**src/rtl/srv_pkg.sv**
```systemverilog
package srv_pkg;

	localparam int MAX_REQUEST = 256;
	localparam int BCNT_W      = $clog2(MAX_REQUEST + 1);
	localparam int TLEN_W      = 9;
	localparam int TIDX_W      = 3;
	localparam int TIDX_MAX    = 5;
	localparam int CMD_LEN     = 3;
	localparam int QDEPTH      = 4;
	localparam int QPTR_W      = $clog2(QDEPTH);
	localparam int QCNT_W      = $clog2(QDEPTH + 1);
	localparam int PADDR_W     = 4;
	localparam int PDATA_W     = 32;
	localparam int HOST_SFX    = 6;
	localparam int ONION_LEN   = 5;

	localparam logic [7:0] CH_SLASH = 8'h2f;
	localparam logic [7:0] CH_DOT   = 8'h2e;

	typedef enum logic [2:0] {
		CMD_NONE,
		CMD_VER,
		CMD_MSG,
		CMD_RCP,
		CMD_ACK
	} cmd_t;

	typedef enum logic [1:0] {
		ST_OK,
		ST_VERSION,
		ST_TOO_LONG,
		ST_BAD_FORMAT
	} status_t;

	typedef enum logic [2:0] {
		KIND_NONE,
		KIND_MSGID,
		KIND_HOST,
		KIND_USER,
		KIND_HASH
	} kind_t;

	typedef enum logic [1:0] {
		REG_MSGID_LEN,
		REG_HOST_LEN,
		REG_USER_LEN,
		REG_HASH_LEN
	} reg_idx_t;

	typedef struct packed {
		logic [7:0] msgid_len;
		logic [7:0] host_len;
		logic [7:0] user_len;
		logic [7:0] hash_len;
	} cfg_t;

	// classified request byte as it travels through the queue
	typedef struct packed {
		logic [7:0] ch;
		logic       last;
		logic       slash;
		logic       hex;
		logic       b32;
		cmd_t       first_cmd;
	} word_t;

	function automatic logic [7:0] cmd_name_char(cmd_t cmd, logic [1:0] p);
		logic [7:0] r;
		r = 8'h00;
		unique case (cmd)
			CMD_VER: begin
				unique case (p)
					2'd0: r = "v";
					2'd1: r = "e";
					2'd2: r = "r";
					default: r = 8'h00;
				endcase
			end
			CMD_MSG: begin
				unique case (p)
					2'd0: r = "m";
					2'd1: r = "s";
					2'd2: r = "g";
					default: r = 8'h00;
				endcase
			end
			CMD_RCP: begin
				unique case (p)
					2'd0: r = "r";
					2'd1: r = "c";
					2'd2: r = "p";
					default: r = 8'h00;
				endcase
			end
			CMD_ACK: begin
				unique case (p)
					2'd0: r = "a";
					2'd1: r = "c";
					2'd2: r = "k";
					default: r = 8'h00;
				endcase
			end
			default: r = 8'h00;
		endcase
		return r;
	endfunction

	function automatic logic [7:0] onion_char(logic [2:0] i);
		logic [7:0] r;
		unique case (i)
			3'd0: r = "o";
			3'd1: r = "n";
			3'd2: r = "i";
			3'd3: r = "o";
			3'd4: r = "n";
			default: r = 8'h00;
		endcase
		return r;
	endfunction

	function automatic kind_t token_kind(logic [TIDX_W-1:0] pos, cmd_t cmd);
		kind_t k;
		k = KIND_NONE;
		if (pos == TIDX_W'(1) && (cmd == CMD_MSG || cmd == CMD_RCP || cmd == CMD_ACK))
			k = KIND_MSGID;
		else if (pos == TIDX_W'(2) && cmd == CMD_MSG)
			k = KIND_HOST;
		else if (pos == TIDX_W'(2) && cmd == CMD_ACK)
			k = KIND_HASH;
		else if (pos == TIDX_W'(3) && cmd == CMD_MSG)
			k = KIND_USER;
		return k;
	endfunction

	function automatic logic [TLEN_W-1:0] kind_len(kind_t k, cfg_t cfg);
		logic [TLEN_W-1:0] r;
		unique case (k)
			KIND_MSGID: r = TLEN_W'(cfg.msgid_len);
			KIND_HOST:  r = TLEN_W'(cfg.host_len) + TLEN_W'(HOST_SFX);
			KIND_USER:  r = TLEN_W'(cfg.user_len);
			KIND_HASH:  r = TLEN_W'(cfg.hash_len);
			default:    r = '0;
		endcase
		return r;
	endfunction

	function automatic logic [TIDX_W-1:0] tokens_needed(cmd_t cmd);
		logic [TIDX_W-1:0] r;
		unique case (cmd)
			CMD_VER: r = TIDX_W'(1);
			CMD_MSG: r = TIDX_W'(4);
			CMD_RCP: r = TIDX_W'(2);
			CMD_ACK: r = TIDX_W'(3);
			default: r = '0;
		endcase
		return r;
	endfunction

endpackage

```
**src/rtl/srv_if.sv**
```systemverilog
interface srv_req_if;
	logic       valid;
	logic       ready;
	logic [7:0] req_byte;
	logic       is_last;

	modport source(output valid, output req_byte, output is_last, input ready);
	modport sink(input valid, input req_byte, input is_last, output ready);
endinterface

interface srv_res_if;
	logic       valid;
	logic       ready;
	logic [1:0] status;
	logic [2:0] command;

	modport source(output valid, output status, output command, input ready);
	modport sink(input valid, input status, input command, output ready);
endinterface

```
**src/rtl/slash_request_validator.sv**
```systemverilog
// Request path validator: bytes of a '/'-separated path stream in on req, one
// word per cycle at full rate, and after the word marked is_last one result
// (status, command) comes out on res. The front end classifies each byte and
// writes it into a 4-word queue; the back end takes one word per cycle from
// the queue and updates the token counters, so a result leaves in the cycle after
// its last byte is taken from the queue. A stalled res holds the back end while
// the front keeps accepting until the queue is full. Registers at byte address
// 4*i: msgid_len, host_len, user_len, hash_len (low 8 bits of pwdata); write
// them only while no request is in flight.
module slash_request_validator
	import srv_pkg::*;
(
	input  logic               clk,
	input  logic               arst_n,
	srv_req_if.sink            req,
	srv_res_if.source          res,
	input  logic               psel,
	input  logic               penable,
	input  logic               pwrite,
	input  logic [PADDR_W-1:0] paddr,
	input  logic [PDATA_W-1:0] pwdata,
	output logic [PDATA_W-1:0] prdata,
	output logic               pready
);

	cfg_t     cfg_q;
	reg_idx_t reg_idx;
	logic     cfg_wr;
	logic [7:0] rd_val;

	logic  q_full;
	logic  q_push;
	word_t q_in_word;
	logic  q_pop;
	logic  q_valid;
	word_t q_out_word;

	assign pready  = 1'b1;
	assign cfg_wr  = psel && penable && pwrite;
	assign reg_idx = reg_idx_t'(paddr[3:2]);

	always_ff @(posedge clk or negedge arst_n) begin
		if (!arst_n) begin
			cfg_q.msgid_len <= 8'd40;
			cfg_q.host_len  <= 8'd16;
			cfg_q.user_len  <= 8'd32;
			cfg_q.hash_len  <= 8'd128;
		end else if (cfg_wr) begin
			unique case (reg_idx)
				REG_MSGID_LEN: cfg_q.msgid_len <= pwdata[7:0];
				REG_HOST_LEN:  cfg_q.host_len  <= pwdata[7:0];
				REG_USER_LEN:  cfg_q.user_len  <= pwdata[7:0];
				REG_HASH_LEN:  cfg_q.hash_len  <= pwdata[7:0];
				default: ;
			endcase
		end
	end

	always_comb begin
		unique case (reg_idx)
			REG_MSGID_LEN: rd_val = cfg_q.msgid_len;
			REG_HOST_LEN:  rd_val = cfg_q.host_len;
			REG_USER_LEN:  rd_val = cfg_q.user_len;
			REG_HASH_LEN:  rd_val = cfg_q.hash_len;
			default:       rd_val = 8'h00;
		endcase
	end

	assign prdata = PDATA_W'(rd_val);

	srv_front u_front (
		.req    (req),
		.q_full (q_full),
		.q_push (q_push),
		.q_word (q_in_word)
	);

	srv_fifo u_fifo (
		.clk       (clk),
		.arst_n    (arst_n),
		.push      (q_push),
		.push_word (q_in_word),
		.full      (q_full),
		.pop       (q_pop),
		.not_empty (q_valid),
		.pop_word  (q_out_word)
	);

	srv_back u_back (
		.clk     (clk),
		.arst_n  (arst_n),
		.cfg     (cfg_q),
		.q_valid (q_valid),
		.q_word  (q_out_word),
		.q_pop   (q_pop),
		.res     (res)
	);

endmodule

```
**src/rtl/srv_front.sv**
```systemverilog
module srv_front
	import srv_pkg::*;
(
	srv_req_if.sink req,
	input  logic    q_full,
	output logic    q_push,
	output word_t   q_word
);

	logic [7:0] c;

	assign c         = req.req_byte;
	assign req.ready = !q_full;
	assign q_push    = req.valid && !q_full;

	always_comb begin
		q_word.ch    = c;
		q_word.last  = req.is_last;
		q_word.slash = (c == CH_SLASH);
		q_word.hex   = (c >= "0" && c <= "9") || (c >= "a" && c <= "f");
		q_word.b32   = (c >= "a" && c <= "z") || (c >= "2" && c <= "7");
		// command guess from the first letter of a token
		unique case (c)
			"v":     q_word.first_cmd = CMD_VER;
			"m":     q_word.first_cmd = CMD_MSG;
			"r":     q_word.first_cmd = CMD_RCP;
			"a":     q_word.first_cmd = CMD_ACK;
			default: q_word.first_cmd = CMD_NONE;
		endcase
	end

endmodule

```
**src/rtl/srv_fifo.sv**
```systemverilog
module srv_fifo
	import srv_pkg::*;
(
	input  logic  clk,
	input  logic  arst_n,
	input  logic  push,
	input  word_t push_word,
	output logic  full,
	input  logic  pop,
	output logic  not_empty,
	output word_t pop_word
);

	word_t             mem [QDEPTH];
	logic [QPTR_W-1:0] wr_ptr_q;
	logic [QPTR_W-1:0] rd_ptr_q;
	logic [QCNT_W-1:0] count_q;
	logic              do_push;
	logic              do_pop;

	assign full      = (count_q == QCNT_W'(QDEPTH));
	assign not_empty = (count_q != '0);
	assign do_push   = push && !full;
	assign do_pop    = pop && not_empty;
	assign pop_word  = mem[rd_ptr_q];

	always_ff @(posedge clk) begin
		if (do_push)
			mem[wr_ptr_q] <= push_word;
	end

	always_ff @(posedge clk or negedge arst_n) begin
		if (!arst_n) begin
			wr_ptr_q <= '0;
			rd_ptr_q <= '0;
			count_q  <= '0;
		end else begin
			if (do_push)
				wr_ptr_q <= wr_ptr_q + QPTR_W'(1);
			if (do_pop)
				rd_ptr_q <= rd_ptr_q + QPTR_W'(1);
			if (do_push && !do_pop)
				count_q <= count_q + QCNT_W'(1);
			else if (do_pop && !do_push)
				count_q <= count_q - QCNT_W'(1);
		end
	end

endmodule

```
**src/rtl/srv_back.sv**
```systemverilog
module srv_back
	import srv_pkg::*;
(
	input  logic    clk,
	input  logic    arst_n,
	input  cfg_t    cfg,
	input  logic    q_valid,
	input  word_t   q_word,
	output logic    q_pop,
	srv_res_if.source res
);

	logic [BCNT_W-1:0] bcnt_q, bcnt_n;
	logic [TIDX_W-1:0] tidx_q, tidx_n;
	logic [TLEN_W-1:0] tlen_q, tlen_n;
	logic              inside_q, inside_n;
	cmd_t              cmd_q, cmd_n;
	logic              ok_q, ok_n;
	logic              bad_q, bad_n;
	logic              long_q, long_n;

	logic              res_valid_q;
	status_t           status_q, status_n;
	cmd_t              res_cmd_q, res_cmd_n;

	logic [TIDX_W-1:0] pos;
	logic [TLEN_W-1:0] p;
	logic [TLEN_W-1:0] host_w;
	logic [TLEN_W-1:0] hoff;
	kind_t             kind;
	kind_t             ekind;
	logic              fits;

	assign q_pop       = q_valid && (!res_valid_q || res.ready);
	assign res.valid   = res_valid_q;
	assign res.status  = status_q;
	assign res.command = res_cmd_q;

	assign host_w = TLEN_W'(cfg.host_len);
	assign hoff   = p - host_w - TLEN_W'(1);

	always_comb begin
		bcnt_n   = bcnt_q;
		long_n   = long_q;
		tidx_n   = tidx_q;
		tlen_n   = tlen_q;
		inside_n = inside_q;
		cmd_n    = cmd_q;
		ok_n     = ok_q;
		bad_n    = bad_q;
		pos      = '0;
		p        = '0;
		kind     = KIND_NONE;
		ekind    = KIND_NONE;
		fits     = 1'b1;
		status_n = ST_BAD_FORMAT;
		res_cmd_n = CMD_NONE;

		if (bcnt_q >= BCNT_W'(MAX_REQUEST))
			long_n = 1'b1;
		else
			bcnt_n = bcnt_q + BCNT_W'(1);

		if (!q_word.slash) begin
			if (!inside_q) begin
				inside_n = 1'b1;
				tlen_n   = '0;
				ok_n     = 1'b1;
				if (tidx_q < TIDX_W'(TIDX_MAX))
					tidx_n = tidx_q + TIDX_W'(1);
			end
			pos = tidx_n - TIDX_W'(1);
			p   = tlen_n;
			if (pos == '0) begin
				if (p == '0)
					cmd_n = q_word.first_cmd;
				else if (p < TLEN_W'(CMD_LEN)) begin
					if (cmd_q == CMD_NONE || q_word.ch != cmd_name_char(cmd_q, p[1:0]))
						cmd_n = CMD_NONE;
				end else
					cmd_n = CMD_NONE;
			end else begin
				kind = token_kind(pos, cmd_q);
				unique case (kind)
					KIND_MSGID, KIND_HASH: fits = q_word.hex;
					KIND_USER:             fits = q_word.b32;
					KIND_HOST: begin
						if (p < host_w)
							fits = q_word.b32;
						else if (p == host_w)
							fits = (q_word.ch == CH_DOT);
						else if (hoff < TLEN_W'(ONION_LEN))
							fits = (q_word.ch == onion_char(hoff[2:0]));
						else
							fits = 1'b0;
					end
					default: fits = 1'b1;
				endcase
				if (kind != KIND_NONE && !fits)
					ok_n = 1'b0;
			end
			if (tlen_n != '1)
				tlen_n = tlen_n + TLEN_W'(1);
		end

		// token closes on a slash or at the end of the request
		if (inside_n && (q_word.slash || q_word.last)) begin
			if (tidx_n == TIDX_W'(1)) begin
				if (tlen_n != TLEN_W'(CMD_LEN))
					cmd_n = CMD_NONE;
			end else begin
				ekind = token_kind(tidx_n - TIDX_W'(1), cmd_n);
				if (ekind != KIND_NONE && (!ok_n || tlen_n != kind_len(ekind, cfg)))
					bad_n = 1'b1;
			end
			inside_n = 1'b0;
		end

		priority if (long_n) begin
			status_n  = ST_TOO_LONG;
			res_cmd_n = CMD_NONE;
		end else if (tidx_n == '0 || cmd_n == CMD_NONE) begin
			status_n  = ST_BAD_FORMAT;
			res_cmd_n = CMD_NONE;
		end else begin
			res_cmd_n = cmd_n;
			if (tidx_n != tokens_needed(cmd_n) || bad_n)
				status_n = ST_BAD_FORMAT;
			else if (cmd_n == CMD_VER)
				status_n = ST_VERSION;
			else
				status_n = ST_OK;
		end
	end

	always_ff @(posedge clk or negedge arst_n) begin
		if (!arst_n) begin
			bcnt_q      <= '0;
			tidx_q      <= '0;
			tlen_q      <= '0;
			inside_q    <= 1'b0;
			cmd_q       <= CMD_NONE;
			ok_q        <= 1'b1;
			bad_q       <= 1'b0;
			long_q      <= 1'b0;
			res_valid_q <= 1'b0;
		end else begin
			if (q_pop && q_word.last)
				res_valid_q <= 1'b1;
			else if (res_valid_q && res.ready)
				res_valid_q <= 1'b0;
			if (q_pop) begin
				if (q_word.last) begin
					bcnt_q   <= '0;
					tidx_q   <= '0;
					tlen_q   <= '0;
					inside_q <= 1'b0;
					cmd_q    <= CMD_NONE;
					ok_q     <= 1'b1;
					bad_q    <= 1'b0;
					long_q   <= 1'b0;
				end else begin
					bcnt_q   <= bcnt_n;
					tidx_q   <= tidx_n;
					tlen_q   <= tlen_n;
					inside_q <= inside_n;
					cmd_q    <= cmd_n;
					ok_q     <= ok_n;
					bad_q    <= bad_n;
					long_q   <= long_n;
				end
			end
		end
	end

	always_ff @(posedge clk) begin
		if (q_pop && q_word.last) begin
			status_q  <= status_n;
			res_cmd_q <= res_cmd_n;
		end
	end

	a_last_gives_result: assert property (@(posedge clk) disable iff (!arst_n)
		q_pop && q_word.last |=> res_valid_q)
		else $error("last word popped without a result");

	a_last_clears: assert property (@(posedge clk) disable iff (!arst_n)
		q_pop && q_word.last |=> bcnt_q == '0 && tidx_q == '0 && !inside_q)
		else $error("request state not cleared after last word");

	a_inside_has_token: assert property (@(posedge clk) disable iff (!arst_n)
		inside_q |-> tidx_q != '0 && tlen_q != '0)
		else $error("inside a token with no token begun");

	a_no_pop_over_result: assert property (@(posedge clk) disable iff (!arst_n)
		res_valid_q && !res.ready |-> !q_pop)
		else $error("word popped while result stalled");

endmodule
```
**src/flat_wrapper.sv**
```systemverilog
// flat-port wrapper written by rule: the top's interface ports become plain ports
module slash_request_validator_flat import srv_pkg::*;
  (clk, arst_n, psel, penable, pwrite, paddr, pwdata, prdata, pready, req_valid, req_req_byte, req_is_last, req_ready, res_valid, res_status, res_command, res_ready);
  srv_req_if req_i ();
  srv_res_if res_i ();
  input  logic clk;
  input  logic arst_n;
  input  logic psel;
  input  logic penable;
  input  logic pwrite;
  input  logic [PADDR_W-1:0] paddr;
  input  logic [PDATA_W-1:0] pwdata;
  output logic [PDATA_W-1:0] prdata;
  output logic pready;
  input wire logic [$bits(req_i.valid)-1:0] req_valid;
  input wire logic [$bits(req_i.req_byte)-1:0] req_req_byte;
  input wire logic [$bits(req_i.is_last)-1:0] req_is_last;
  output wire logic [$bits(req_i.ready)-1:0] req_ready;
  output wire logic [$bits(res_i.valid)-1:0] res_valid;
  output wire logic [$bits(res_i.status)-1:0] res_status;
  output wire logic [$bits(res_i.command)-1:0] res_command;
  input wire logic [$bits(res_i.ready)-1:0] res_ready;
  assign req_i.valid = req_valid;
  assign req_i.req_byte = req_req_byte;
  assign req_i.is_last = req_is_last;
  assign req_ready = req_i.ready;
  assign res_valid = res_i.valid;
  assign res_status = res_i.status;
  assign res_command = res_i.command;
  assign res_i.ready = res_ready;
  slash_request_validator u_core (.clk(clk), .arst_n(arst_n), .req(req_i), .res(res_i), .psel(psel), .penable(penable), .pwrite(pwrite), .paddr(paddr), .pwdata(pwdata), .prdata(prdata), .pready(pready));
endmodule
```
**config.mk**
```make
export PLATFORM = sky130hd
export DESIGN_NAME = slash_request_validator_flat
export DESIGN_NICKNAME = d
export VERILOG_FILES = /design/src/rtl/srv_pkg.sv /design/src/rtl/srv_if.sv /design/src/rtl/slash_request_validator.sv /design/src/rtl/srv_front.sv /design/src/rtl/srv_fifo.sv /design/src/rtl/srv_back.sv /design/src/flat_wrapper.sv
export SDC_FILE = /design/constraint.sdc
export NUM_CORES = 1
export LEC_CHECK = 0
export BUFFER_PORTS_ARGS = -buffer_cell sky130_fd_sc_hd__buf_2
export CORE_MARGIN = 2
export CORE_UTILIZATION = 55
export DETAILED_ROUTE_END_ITERATION = 10
export PLACE_DENSITY = 0.81
export SYNTH_ARGS = -nofsm -noshare
export SYNTH_HDL_FRONTEND = slang
export SYNTH_HIERARCHICAL = 1
export SYNTH_SLANG_ARGS = --single-unit
```
**constraint.sdc**
```tcl
create_clock -name clk -period 7.12 [get_ports clk]
set_clock_uncertainty 0.15 [all_clocks]
set_input_delay 2.136 -clock clk [delete_from_list [all_inputs] [get_ports clk]]
set_output_delay 2.136 -clock clk [all_outputs]
set_load 0.02 [all_outputs]
```
* Word level (Yosys, flattened, before mapping)
Memories as Yosys holds them, arrays and structs flattened.
Index checks and enable logic that the tools add are counted.
** Word-level totals
- Flip-flop bits (word level) :: 73
- RAM bits :: 60
- Bits of input ports :: 52
- Output and inout port bits :: 40
- Word-level logic and storage cells :: 247
- Memories kept :: 1
** Memory list
- u_core.u_fifo.mem :: depth 4, bits a word 15, read ports 1, clocked after memory_dff 0, wr ports 1, RTL line srv_fifo.sv:14 : word_t mem [QDEPTH];
** Operators by class
- $add $sub $neg :: 12
- Magnitude comparators :: 12
- Eq/ne operators :: 50
- Muxes and demuxes :: 87
- Reduce and logical (&&, ||, !) cells :: 66
** Operator list (number)
- 7-bit case mux with 3 select lines :: 5
- 9-bit two-way mux :: 10
- 3-bit two-way mux :: 28
- 8-bit two-way mux :: 10
- 8-bit case mux with 4 select lines :: 2
- 3-bit by 2-bit == test with 1-bit output (second input constant) :: 16
- 9-bit case mux with 4 select lines :: 1
- 8-bit by 7-bit == test with 1-bit output (second input constant) :: 4
- 1-bit two-way mux :: 26
- 1-bit logical AND :: 25
- 3-bit by 1-bit == test with 1-bit output (second input constant) :: 8
- 3-bit case mux with 4 select lines :: 2
- 3-bit == test (second input constant) :: 7
- 9-bit by 1-bit adder with 9-bit output (second input constant) :: 2
- 8-bit by 6-bit == test with 1-bit output (second input constant) :: 2
- 8-bit by 6-bit >= comparator with 1-bit output (second input constant) :: 2
- 8-bit by 6-bit <= comparator with 1-bit output (second input constant) :: 2
- 8-bit by 7-bit <= comparator with 1-bit output (second input constant) :: 2
- 3-bit logical NOT :: 5
- 1-bit logical OR :: 12
- 2-bit AND reduction :: 5
- 8-bit by 3-bit adder with 9-bit output (second input constant) :: 1
- 9-bit by 8-bit == test with 1-bit output :: 1
- 9-bit >= comparator (second input constant) :: 1
- 28 further kinds :: 48

* Logic depth before layout (Yosys ltp)
Gate-level depths: netlist of the first run.
- Word-level depth :: 38
- Depth in mapped cells :: 21

* Hierarchy
The synthesis of the first run kept the hierarchy.
** By module, submodules not included
- srv_back :: times used 1, cells an instance 571, area each 4231.6 um^2, sequential area each 877.1 um^2
- srv_fifo :: times used 1, cells an instance 115, area each 2601.2 um^2, sequential area each 1976.9 um^2
- slash_request_validator :: times used 1, cells an instance 107, area each 1631.6 um^2, sequential area each 807.0 um^2
- srv_front :: times used 1, cells an instance 41, area each 267.8 um^2, sequential area each 0.0 um^2

* Worst setup path before layout of the first run
No wires, ideal clock.
- Path type :: in2out
- Start point :: input port paddr[2]
- End point :: output port prdata[0]
- Arrival time :: 2.859 ns
- Data required time :: 4.834 ns
- Slack :: 1.975 ns
- Stages on the path :: 2
- Buffers on the path :: 1
- Path through :: buf_6 -> mux4_2
** On the way
- Word-level cells in the longest chain between the ends :: 2
** Ends and longest elaborated chain
- from (decl) :: RTL line flat_wrapper.sv:11 : input logic [PADDR_W-1:0] paddr;
- 2-bit == test (tied with other cells) :: RTL line slash_request_validator.sv:60 : unique case (reg_idx)
- 8-bit case mux with 4 select lines * :: RTL line slash_request_validator.sv:60
- to (decl) :: RTL line flat_wrapper.sv:13 : output logic [PDATA_W-1:0] prdata;
Every way passes the cells marked *; elsewhere a longest branch is shown, timed or not.

* Final worst setup path of the first run
- Start point :: input port paddr[2]
- End point :: output port prdata[1]
The elaborated chain is that of the path after synthesis.

==> reports/metrics.cfg, run 1 <==
[floorplan]
boundaryPins=92
coreArea_um2=15700
die_area_um2=16900
dieWidth_um=130
fp-row-count=46
start_util_pct=55.6
die_h_um=130

[drt]
via_per_inst=6.33
vias=6771
firstDrtPassIters=6
ant_nets=0
totalWireLength_mm=20.5
drc=0
drtIter0Drc=685
wl_per_cell_um=19.2

[layout]
drive_gt1_share_pct=20.0
layout_common_cells=nand2_1 (67), edfxtp_1 (65), dfrtp_1 (62), nor2_1 (50), buf_2 (40)
layout.nets=920
antenna_cells=0
fillCellCount=1270
final_common_cell=nand2_1
area_growth_pct=8.04

[place]
port_buffers=40
gp_congestion=0.919
place_hpwl_mm=14.0

[critical_path]
start_kind=input pin
crit_type=input pin to output port
slowest_delay_ns=0.57
required_ns=4.83
r2r_start=u_core/u_fifo/rd_ptr_q[0]$_DFFE_PN0P_
cp-startpoint=paddr[2]
slowest_stage=mux4_2
end_kind=output port
critPathMaxFanout=12
critPathBufInv=2
arrival_ns=3.21
crit_chain=buf_2 > mux4_2 > buf_2
worst_path_most_repeated_cell=buf_2
critPathTopFamily=multiplexers

[min_path]
hold_start=u_core/u_fifo/count_q[2]$_DFFE_PN0P_
min_path_type=flop to flop

[timing]
finalHoldViolCount=0
rsz0062_at_grt=no
tightest_slew_ns=1.17
period_minus_slack_ns=5.50
relSlewSlack_pct=21.6
setup_viol=0
drv_slew=0
whs_ns=0.359
fin_setup_tns_ns=0
max_freq_mhz=182
timing.final.crit_share_pct=77.3

[grt]
grt_usage_pct=25.7
use_met3_pct=5.37
gr-total-overflow=0
grt.met2_usage_pct=41.0
antenna_found_initial=0
grt_busiest_layer=met2
grt_max_degree=69
grt_pass1_wl_mm=33.9
grt.met1_usage_pct=35.3
grt_pass1_vias=6557

[clock_tree]
cts_max_path_buffers=2
post_cts_resized=0
post_cts_buffers=0
h-tree-depth=4
cts_tree=yes
clk_latency_ns=0.43
cts-root-buf=clkbuf_16
clk_pin_slew_ns=0.06
cts.sinks=133
postCtsHoldBufs=0
numCtsBuffers=17

[synthesis]
synth_flop_cell=edfxtp_1
postSynthCellCount=834
avgSynthCellArea_um2=10.5
synth.distinct_cells=98
async_flop_share_pct=51.1
yosys_warnings=6
ys_seq_area_share_pct=41.9
synth_edf_count=65
syn-cell-area_um2=8730
synth-seq-cells=133

[power_and_ir_drop]
power_leakage_nw=3.64
max-vdd-ir-drop_v=0.000306
p_per_area_nw_per_um2=419

[status]
status=complete, no violations

[job]
cap_violations=0

-- registers in the layout (all words and copies together) (netlist names) --
name	cells
u_core/u_back/bcnt_q	9
u_core/u_back/res.command	3
u_core/u_fifo/count_q	3
u_core/u_back/res.valid	1
u_core/u_back/ok_q	1
u_core/u_fifo/wr_ptr_q	2
u_core/u_back/tlen_q	9
u_core/u_fifo/rd_ptr_q	2
u_core/u_back/inside_q	1
u_core/u_back/bad_q	1
u_core/u_back/cmd_q	3
u_core/u_back/long_q	1
u_core/u_back/tidx_q	3
u_core/u_fifo/mem	60
u_core/u_back/res.status	2
u_core/cfg_q	32
-- routing by layer --
layer | routed length (um) | up-vias
met3 | 1530 | 41
li1 | - | 3100
met2 | 9850 | 315
met1 | 8710 | 3315
met4 | 419 | 0
met5 | 0 | -
-- worst register-to-register path: cells and delay by family (launching register included) --
kind,cells,cell delay [ns]
multiplexers,2,0.98
buffers and inverters,1,0.31
flip-flops,1,0.32
adder cells (fa/ha/maj),1,0.47
AO/OA/AOI/OAI,6,1.12
AND/OR/NAND/NOR,5,1.53
XOR/XNOR,1,0.24
-- cell families after synthesis --
logic type	count (synthesis)	share of synthesized area (%)
mux	68	11.7
simple gates	284	18.2
fa+ha+maj	26	3.90
compound gates	175	14.0
other cells	2	0.0860
buf+inv	117	7.36
flops	133	41.9
xor+xnor	29	2.91
-- where the power goes --
part	leakage [nW]	internal [mW]	switching, mW
Sequential	1.46	1.01	0.184
Clock	0.291	0.523	0.360
Combinational	1.89	0.705	1.18
Total	3.64	2.24	1.72
-- synthesized netlist by cell type, types with 19 or more instances --
master	instances	area (um2)
nand2_1	67	251
edfxtp_1	65	1950
dfrtp_1	62	1550
nor2_1	50	188
nor3_1	37	185
o21ai_0	37	185
mux2_2	36	405
buf_4	35	263
inv_1	32	120
a21oi_1	25	125
clkbuf_1	24	90.1
ha_1	24	300
mux4_2	23	518
xnor2_1	20	175
nand3_1	19	95.1
-- final timing paths --
check | end | slack (ns) | cells after the start
setup / recovery | prdata[1] | 1.62 | 3
hold reg to reg | u_core/u_fifo/count_q[2]$_DFFE_PN0P_ | 0.36 | 1
hold / removal | u_core/u_fifo/count_q[2]$_DFFE_PN0P_ | 0.36 | 1
setup reg to reg | u_core/u_back/res.status[0]$_SDFFCE_PP0P_ | 1.72 | 16
max in group asynchronous | u_core/cfg_q[26]$_DFFE_PN0P_ | 4.47 | 2
min in group asynchronous | u_core/u_back/res.valid$_DFFE_PN0P_ | 1.75 | 2
-- layout make-up --
class / instances / area (um2) / area share, %
inverters: 33 / 124 / 1.31
flip-flops and latches: 133 / 3660 / 38.8
multi-input cells: 607 / 4510 / 47.9
clock buffers: 17 / 425 / 4.51
repair buffers: 50 / 275 / 2.92
clock inverters: 14 / 164 / 1.74
well taps: 216 / 270 / 2.86
-- metrics by stage --
stage | util [%] | power [mW] | instance area [um2] | worst slack [ns] | cells
after floorplan | - | 2.62 | 8820 | 1.98 | 857
after global placement | 56.3 | 2.99 | 8840 | 1.61 | 1039
after detailed placement | 56.3 | 3.04 | 8840 | 1.60 | 1039
after CTS | 60.0 | 3.94 | 9430 | 1.61 | 1070
after global routing | 60.0 | 4.20 | 9430 | 1.34 | 1070
final | 60.0 | 3.96 | 9430 | 1.62 | 1070
No activity file was read; power rests on OpenSTA's default activity.
==> run 2: changes to the inputs <==
--- a/config.mk
+++ b/config.mk
@@ -7,9 +7,9 @@
 export LEC_CHECK = 0
 export BUFFER_PORTS_ARGS = -buffer_cell sky130_fd_sc_hd__buf_2
 export CORE_MARGIN = 2
-export CORE_UTILIZATION = 55
+export CORE_UTILIZATION = 54
 export DETAILED_ROUTE_END_ITERATION = 10
-export PLACE_DENSITY = 0.81
+export PLACE_DENSITY = 0.83
 export SYNTH_ARGS = -nofsm -noshare
 export SYNTH_HDL_FRONTEND = slang
 export SYNTH_HIERARCHICAL = 1
==> constraint.sdc (replaced) <==
create_clock -name clk -period 5 [get_ports clk]
set_clock_uncertainty 0.15 [all_clocks]
set_input_delay 1.5 -clock clk [delete_from_list [all_inputs] [get_ports clk]]
set_output_delay 1.5 -clock clk [all_outputs]
set_load 0.02 [all_outputs]
==> run 2 against run 1 <==
Worst setup slack worse by 1.4 ns. First-iteration DRC count up 5.4%. Design area rose by 1.8%. Die area grew 1.8%. Largest power group unchanged. Cell count up 2.2%.
==> reports/metrics.cfg, run 2 (synthesis gave the netlist of run 1 again) <==
[timing]
period_minus_slack_ns=4.75
drv_slew=0
tightest_slew_ns=0.860
max_freq_mhz=210
timing.final.crit_share_pct=95.0
setup_viol=0
relSlewSlack_pct=42.1
fin_setup_tns_ns=0
finalHoldViolCount=0
rsz0062_at_grt=no

[layout]
area_growth_pct=9.96
antenna_cells=0
largestRegisters=u_core/u_fifo/mem: 60 flops, u_core/cfg_q: 32 flops
fillCellCount=1282
largest_register_ffs=60
final_common_cell=nand2_1
post-route-cell-area_um2=9600
layout_common_cells=nand2_1 (67), edfxtp_1 (65), dfrtp_1 (62), nor2_1 (50), buf_2 (40)
layout.nets=943
fin_util_pct=60.7
top_register=u_core/u_fifo/mem
drive_gt1_share_pct=22.1

[critical_path]
arrival_ns=4.77
worstRegToRegCells=14
start_kind=flop
end_kind=flop
r2r_slack_ns=0.25
cp-startpoint=u_core/u_fifo/rd_ptr_q[0]$_DFFE_PN0P_
required_ns=5.02
critPathMaxFanout=8
r2r-end=u_core/u_back/res.status[0]$_SDFFCE_PP0P_
crit_type=flop to flop
r2r_start=u_core/u_fifo/rd_ptr_q[0]$_DFFE_PN0P_

[grt]
gr-total-overflow=0
grt_pass1_vias=6704
antenna_found_initial=0
grt_usage_pct=24.9
grt_pass1_wl_mm=34.5
grt_max_degree=38

[min_path]
min_path_type=flop to flop
hold_start=u_core/u_back/long_q$_DFFE_PN0P_
min_path_cells=2
holdPathEnd=u_core/u_back/long_q$_DFFE_PN0P_

[clock_tree]
cts-root-buf=clkbuf_16
cts.sinks=133
cts_max_path_buffers=2
cts_tree=yes
h-tree-depth=4
numCtsBuffers=17
postCtsHoldBufs=0
clk_pin_slew_ns=0.06
clk_latency_ns=0.43
post_cts_buffers=0
post_cts_resized=0

[place]
port_buffers=40
gp_congestion=0.960
post_dp_cell_area_um2=9020
place_hpwl_mm=15.3

[power_and_ir_drop]
p_per_area_nw_per_um2=601
max-vdd-ir-drop_v=0.000493
power_leakage_nw=3.76

[floorplan]
coreArea_um2=15800
start_util_pct=55.2
boundaryPins=92
die_h_um=131
dieWidth_um=131
fp-row-count=46
die_area_um2=17200

[drt]
wl_per_cell_um=19.4
via_per_inst=6.34
drtIter0Drc=722
drc=0
ant_nets=0
vias=6934
firstDrtPassIters=6
totalWireLength_mm=21.2

[status]
status=complete, no violations

[job]
cap_violations=0

run 2: worst max path at each step:
stage	endpoint	slack (ns)	cells after the start
floorplan	u_core/u_back/res.status[0]$_SDFFCE_PP0P_	0.33	21
global placement	u_core/u_back/res.status[0]$_SDFFCE_PP0P_	0.33	14
detailed placement	u_core/u_back/res.status[0]$_SDFFCE_PP0P_	0.28	14
CTS	u_core/u_back/res.status[0]$_SDFFCE_PP0P_	0.28	14
global route	u_core/u_back/res.status[0]$_SDFFCE_PP0P_	0.02	14
finish	u_core/u_back/res.status[0]$_SDFFCE_PP0P_	0.25	14
run 2: layer usage:
metal	track usage, %	up-vias	wire length, um
met5	0	-	0
met4	8.64	0	510
met3	5.90	54	1680
met2	40.4	332	10200
met1	33.0	3393	8780
li1	-	3155	-
run 2: layout make-up:
type | instances | area, um2 | share of cell area, %
well taps | 216 | 270 | 2.81
clock buffers | 17 | 425 | 4.43
clock inverters | 15 | 159 | 1.65
inverters | 33 | 124 | 1.29
flip-flops and latches | 133 | 3660 | 38.1
multi-input cells | 607 | 4510 | 47.0
repair buffers | 73 | 448 | 4.67
run 2: critical path, stage by stage (launching register included):
cell and delay [ns]:
dfrtp_1 0.39, buf_4 0.17, mux4_2 0.58, nand3_1 0.11, mux2i_1 0.08, or4_1 0.51
or4b_1 0.54, o21ba_1 0.29, buf_4 0.20, nor2_4 0.19, a21oi_2 0.10, o211a_2 0.30
or4_4 0.42, nor4_4 0.33, o21ai_1 0.12
run 2: report_power, final:
group          leakage (nW)  internal (mW)  switching [mW]  total (mW)
Combinational          2.00           1.12            1.76        2.87
Sequential             1.46           1.43           0.228        1.66
Clock                 0.290          0.706           0.529        1.24
Total                  3.76           3.26            2.51        5.77
run 2: per-stage QoR:
stage	total power, mW	hold slack [ns]	setup slack (ns)	cells
finish	5.77	0.349	0.248	1094
global route	6.09	0.380	0.0247	1094
detailed placement	4.48	0.337	0.285	1062
floorplan	3.74	0.306	0.329	857
global placement	4.39	0.333	0.334	1062
CTS	5.73	0.352	0.277	1094
==> run 3: changes to the inputs <==
--- a/config.mk
+++ b/config.mk
@@ -9,7 +9,7 @@
 export CORE_MARGIN = 2
 export CORE_UTILIZATION = 54
 export DETAILED_ROUTE_END_ITERATION = 10
-export PLACE_DENSITY = 0.83
+export PLACE_DENSITY = 0.77
 export SYNTH_ARGS = -nofsm -noshare
 export SYNTH_HDL_FRONTEND = slang
 export SYNTH_HIERARCHICAL = 1
==> run 3 against run 2 <==
Utilization increased by 0.15 points. Clock power barely moved. Total power is 1.1% higher. Design area increased by 0.25%. Critical path type unchanged. Critical endpoint unchanged. Largest power group unchanged.
==> reports/metrics.cfg, run 3 (synthesis gave the netlist of run 1 again) <==
[status]
status=complete, no violations

[grt]
gr-total-overflow=0
grt_pass1_wl_mm=35.1
grt_usage_pct=25.7
grt_pass1_vias=6624
grt_max_degree=40
antenna_found_initial=0

[timing]
rsz0062_at_grt=no
relSlewSlack_pct=37.6
period_minus_slack_ns=4.66
finalHoldViolCount=0
setup_viol=0
max_freq_mhz=215
timing.final.crit_share_pct=93.1
tightest_slew_ns=0.937
fin_setup_tns_ns=0
drv_slew=0

[clock_tree]
post_cts_buffers=0
cts.sinks=133
cts_max_path_buffers=2
clk_pin_slew_ns=0.06
cts_tree=yes
cts-root-buf=clkbuf_16
h-tree-depth=4
clk_latency_ns=0.44
numCtsBuffers=17

[drt]
totalWireLength_mm=21.5
firstDrtPassIters=6
wl_per_cell_um=19.6
drtIter0Drc=713
drc=0
via_per_inst=6.33
ant_nets=0
vias=6939

[critical_path]
crit_type=flop to flop
start_kind=flop
critPathMaxFanout=8
required_ns=5.03
arrival_ns=4.69
end_kind=flop

[layout]
layout.nets=946
largest_register_ffs=60
post-route-cell-area_um2=9630
layout_common_cells=nand2_1 (67), edfxtp_1 (65), dfrtp_1 (62), nor2_1 (50), buf_2 (40)
antenna_cells=0
area_growth_pct=10.2
top_register=u_core/u_fifo/mem
final_cells=1097
drive_gt1_share_pct=22.5
fin_util_pct=60.8
largestRegisters=u_core/u_fifo/mem: 60 flops, u_core/cfg_q: 32 flops
final_common_cell=nand2_1

[power_and_ir_drop]
total_power_mw=5.83
p_per_area_nw_per_um2=606
power_leakage_nw=3.77
max-vdd-ir-drop_v=0.000438

[floorplan]
dieWidth_um=131
coreArea_um2=15800
fp-row-count=46
boundaryPins=92
die_h_um=131
die_area_um2=17200
start_util_pct=55.2

[job]
cap_violations=0

[place]
gp_congestion=0.947
post_dp_cell_area_um2=9040
port_buffers=40
place_hpwl_mm=15.0
placed_cells=1065

[min_path]
min_path_type=flop to flop

## run 3: critical path, cell delays in order, from the launching register on
cell	delay, ns
dfrtp_1	0.41
mux4_2	0.62
nand3_1	0.12
mux2i_1	0.11
or4_1	0.52
or4b_1	0.52
o21ba_1	0.31
buf_4	0.21
a211oi_2	0.14
o21ai_1	0.12
and4_1	0.21
or4_4	0.52
nor4_4	0.34
o21ai_1	0.11
## run 3: layer usage
layer	track usage [%]	vias to the layer above	wire, um
met2	40.1	367	10100
li1	-	3153	-
met1	35.9	3361	9030
met4	10.3	0	599
met3	4.71	58	1770
met5	0	-	0
## run 3: worst paths after layout
check | end | depth (start not counted) | from | slack (ns)
max in group asynchronous | u_core/cfg_q[29]$_DFFE_PN1P_ | 2 | arst_n | 2.78
min in group asynchronous | u_core/u_back/bcnt_q[1]$_DFFE_PN0P_ | 1 | arst_n | 1.05
worst min-delay path | u_core/u_fifo/count_q[2]$_DFFE_PN0P_ | 1 | u_core/u_fifo/count_q[2]$_DFFE_PN0P_ | 0.35
worst max register to register | u_core/u_back/res.status[0]$_SDFFCE_PP0P_ | 13 | u_core/u_fifo/rd_ptr_q[0]$_DFFE_PN0P_ | 0.34
worst min register to register | u_core/u_fifo/count_q[2]$_DFFE_PN0P_ | 1 | u_core/u_fifo/count_q[2]$_DFFE_PN0P_ | 0.35
worst max-delay path | u_core/u_back/res.status[0]$_SDFFCE_PP0P_ | 13 | u_core/u_fifo/rd_ptr_q[0]$_DFFE_PN0P_ | 0.34
## run 3: stage by stage
step           setup WS, ns  hold slack (ns)
6_report              0.344            0.352
2_1_floorplan         0.329            0.306
3_3_place_gp          0.343            0.331
4_1_cts               0.293            0.360
3_5_place_dp          0.307            0.344
5_1_grt              0.0939            0.383
## run 3: final cells by class
| type | count | area [um2] |
|---|---|---|
| Sequential cell | 133 | 3660 |
| Timing Repair Buffer | 76 | 470 |
| Inverter | 33 | 124 |
| Multi-Input combinational cell | 607 | 4520 |
| Clock inverter | 15 | 154 |
| Clock buffer | 17 | 425 |
| Tap cell | 216 | 270 |
| Fill cell | 1255 | 6200 |
## run 3: what timing repair did
action,4_1_cts,5_1_grt
hold buffers,0,0
hold endpoints to repair,0,0
gates resized for setup,0,1
setup endpoints to repair,0,3
## run 3: where the power goes
group	leakage (nW)	switching [mW]	internal [mW]	total [mW]
combinational	2.02	1.74	1.14	2.88
sequential	1.46	0.260	1.43	1.69
clock	0.289	0.546	0.706	1.25
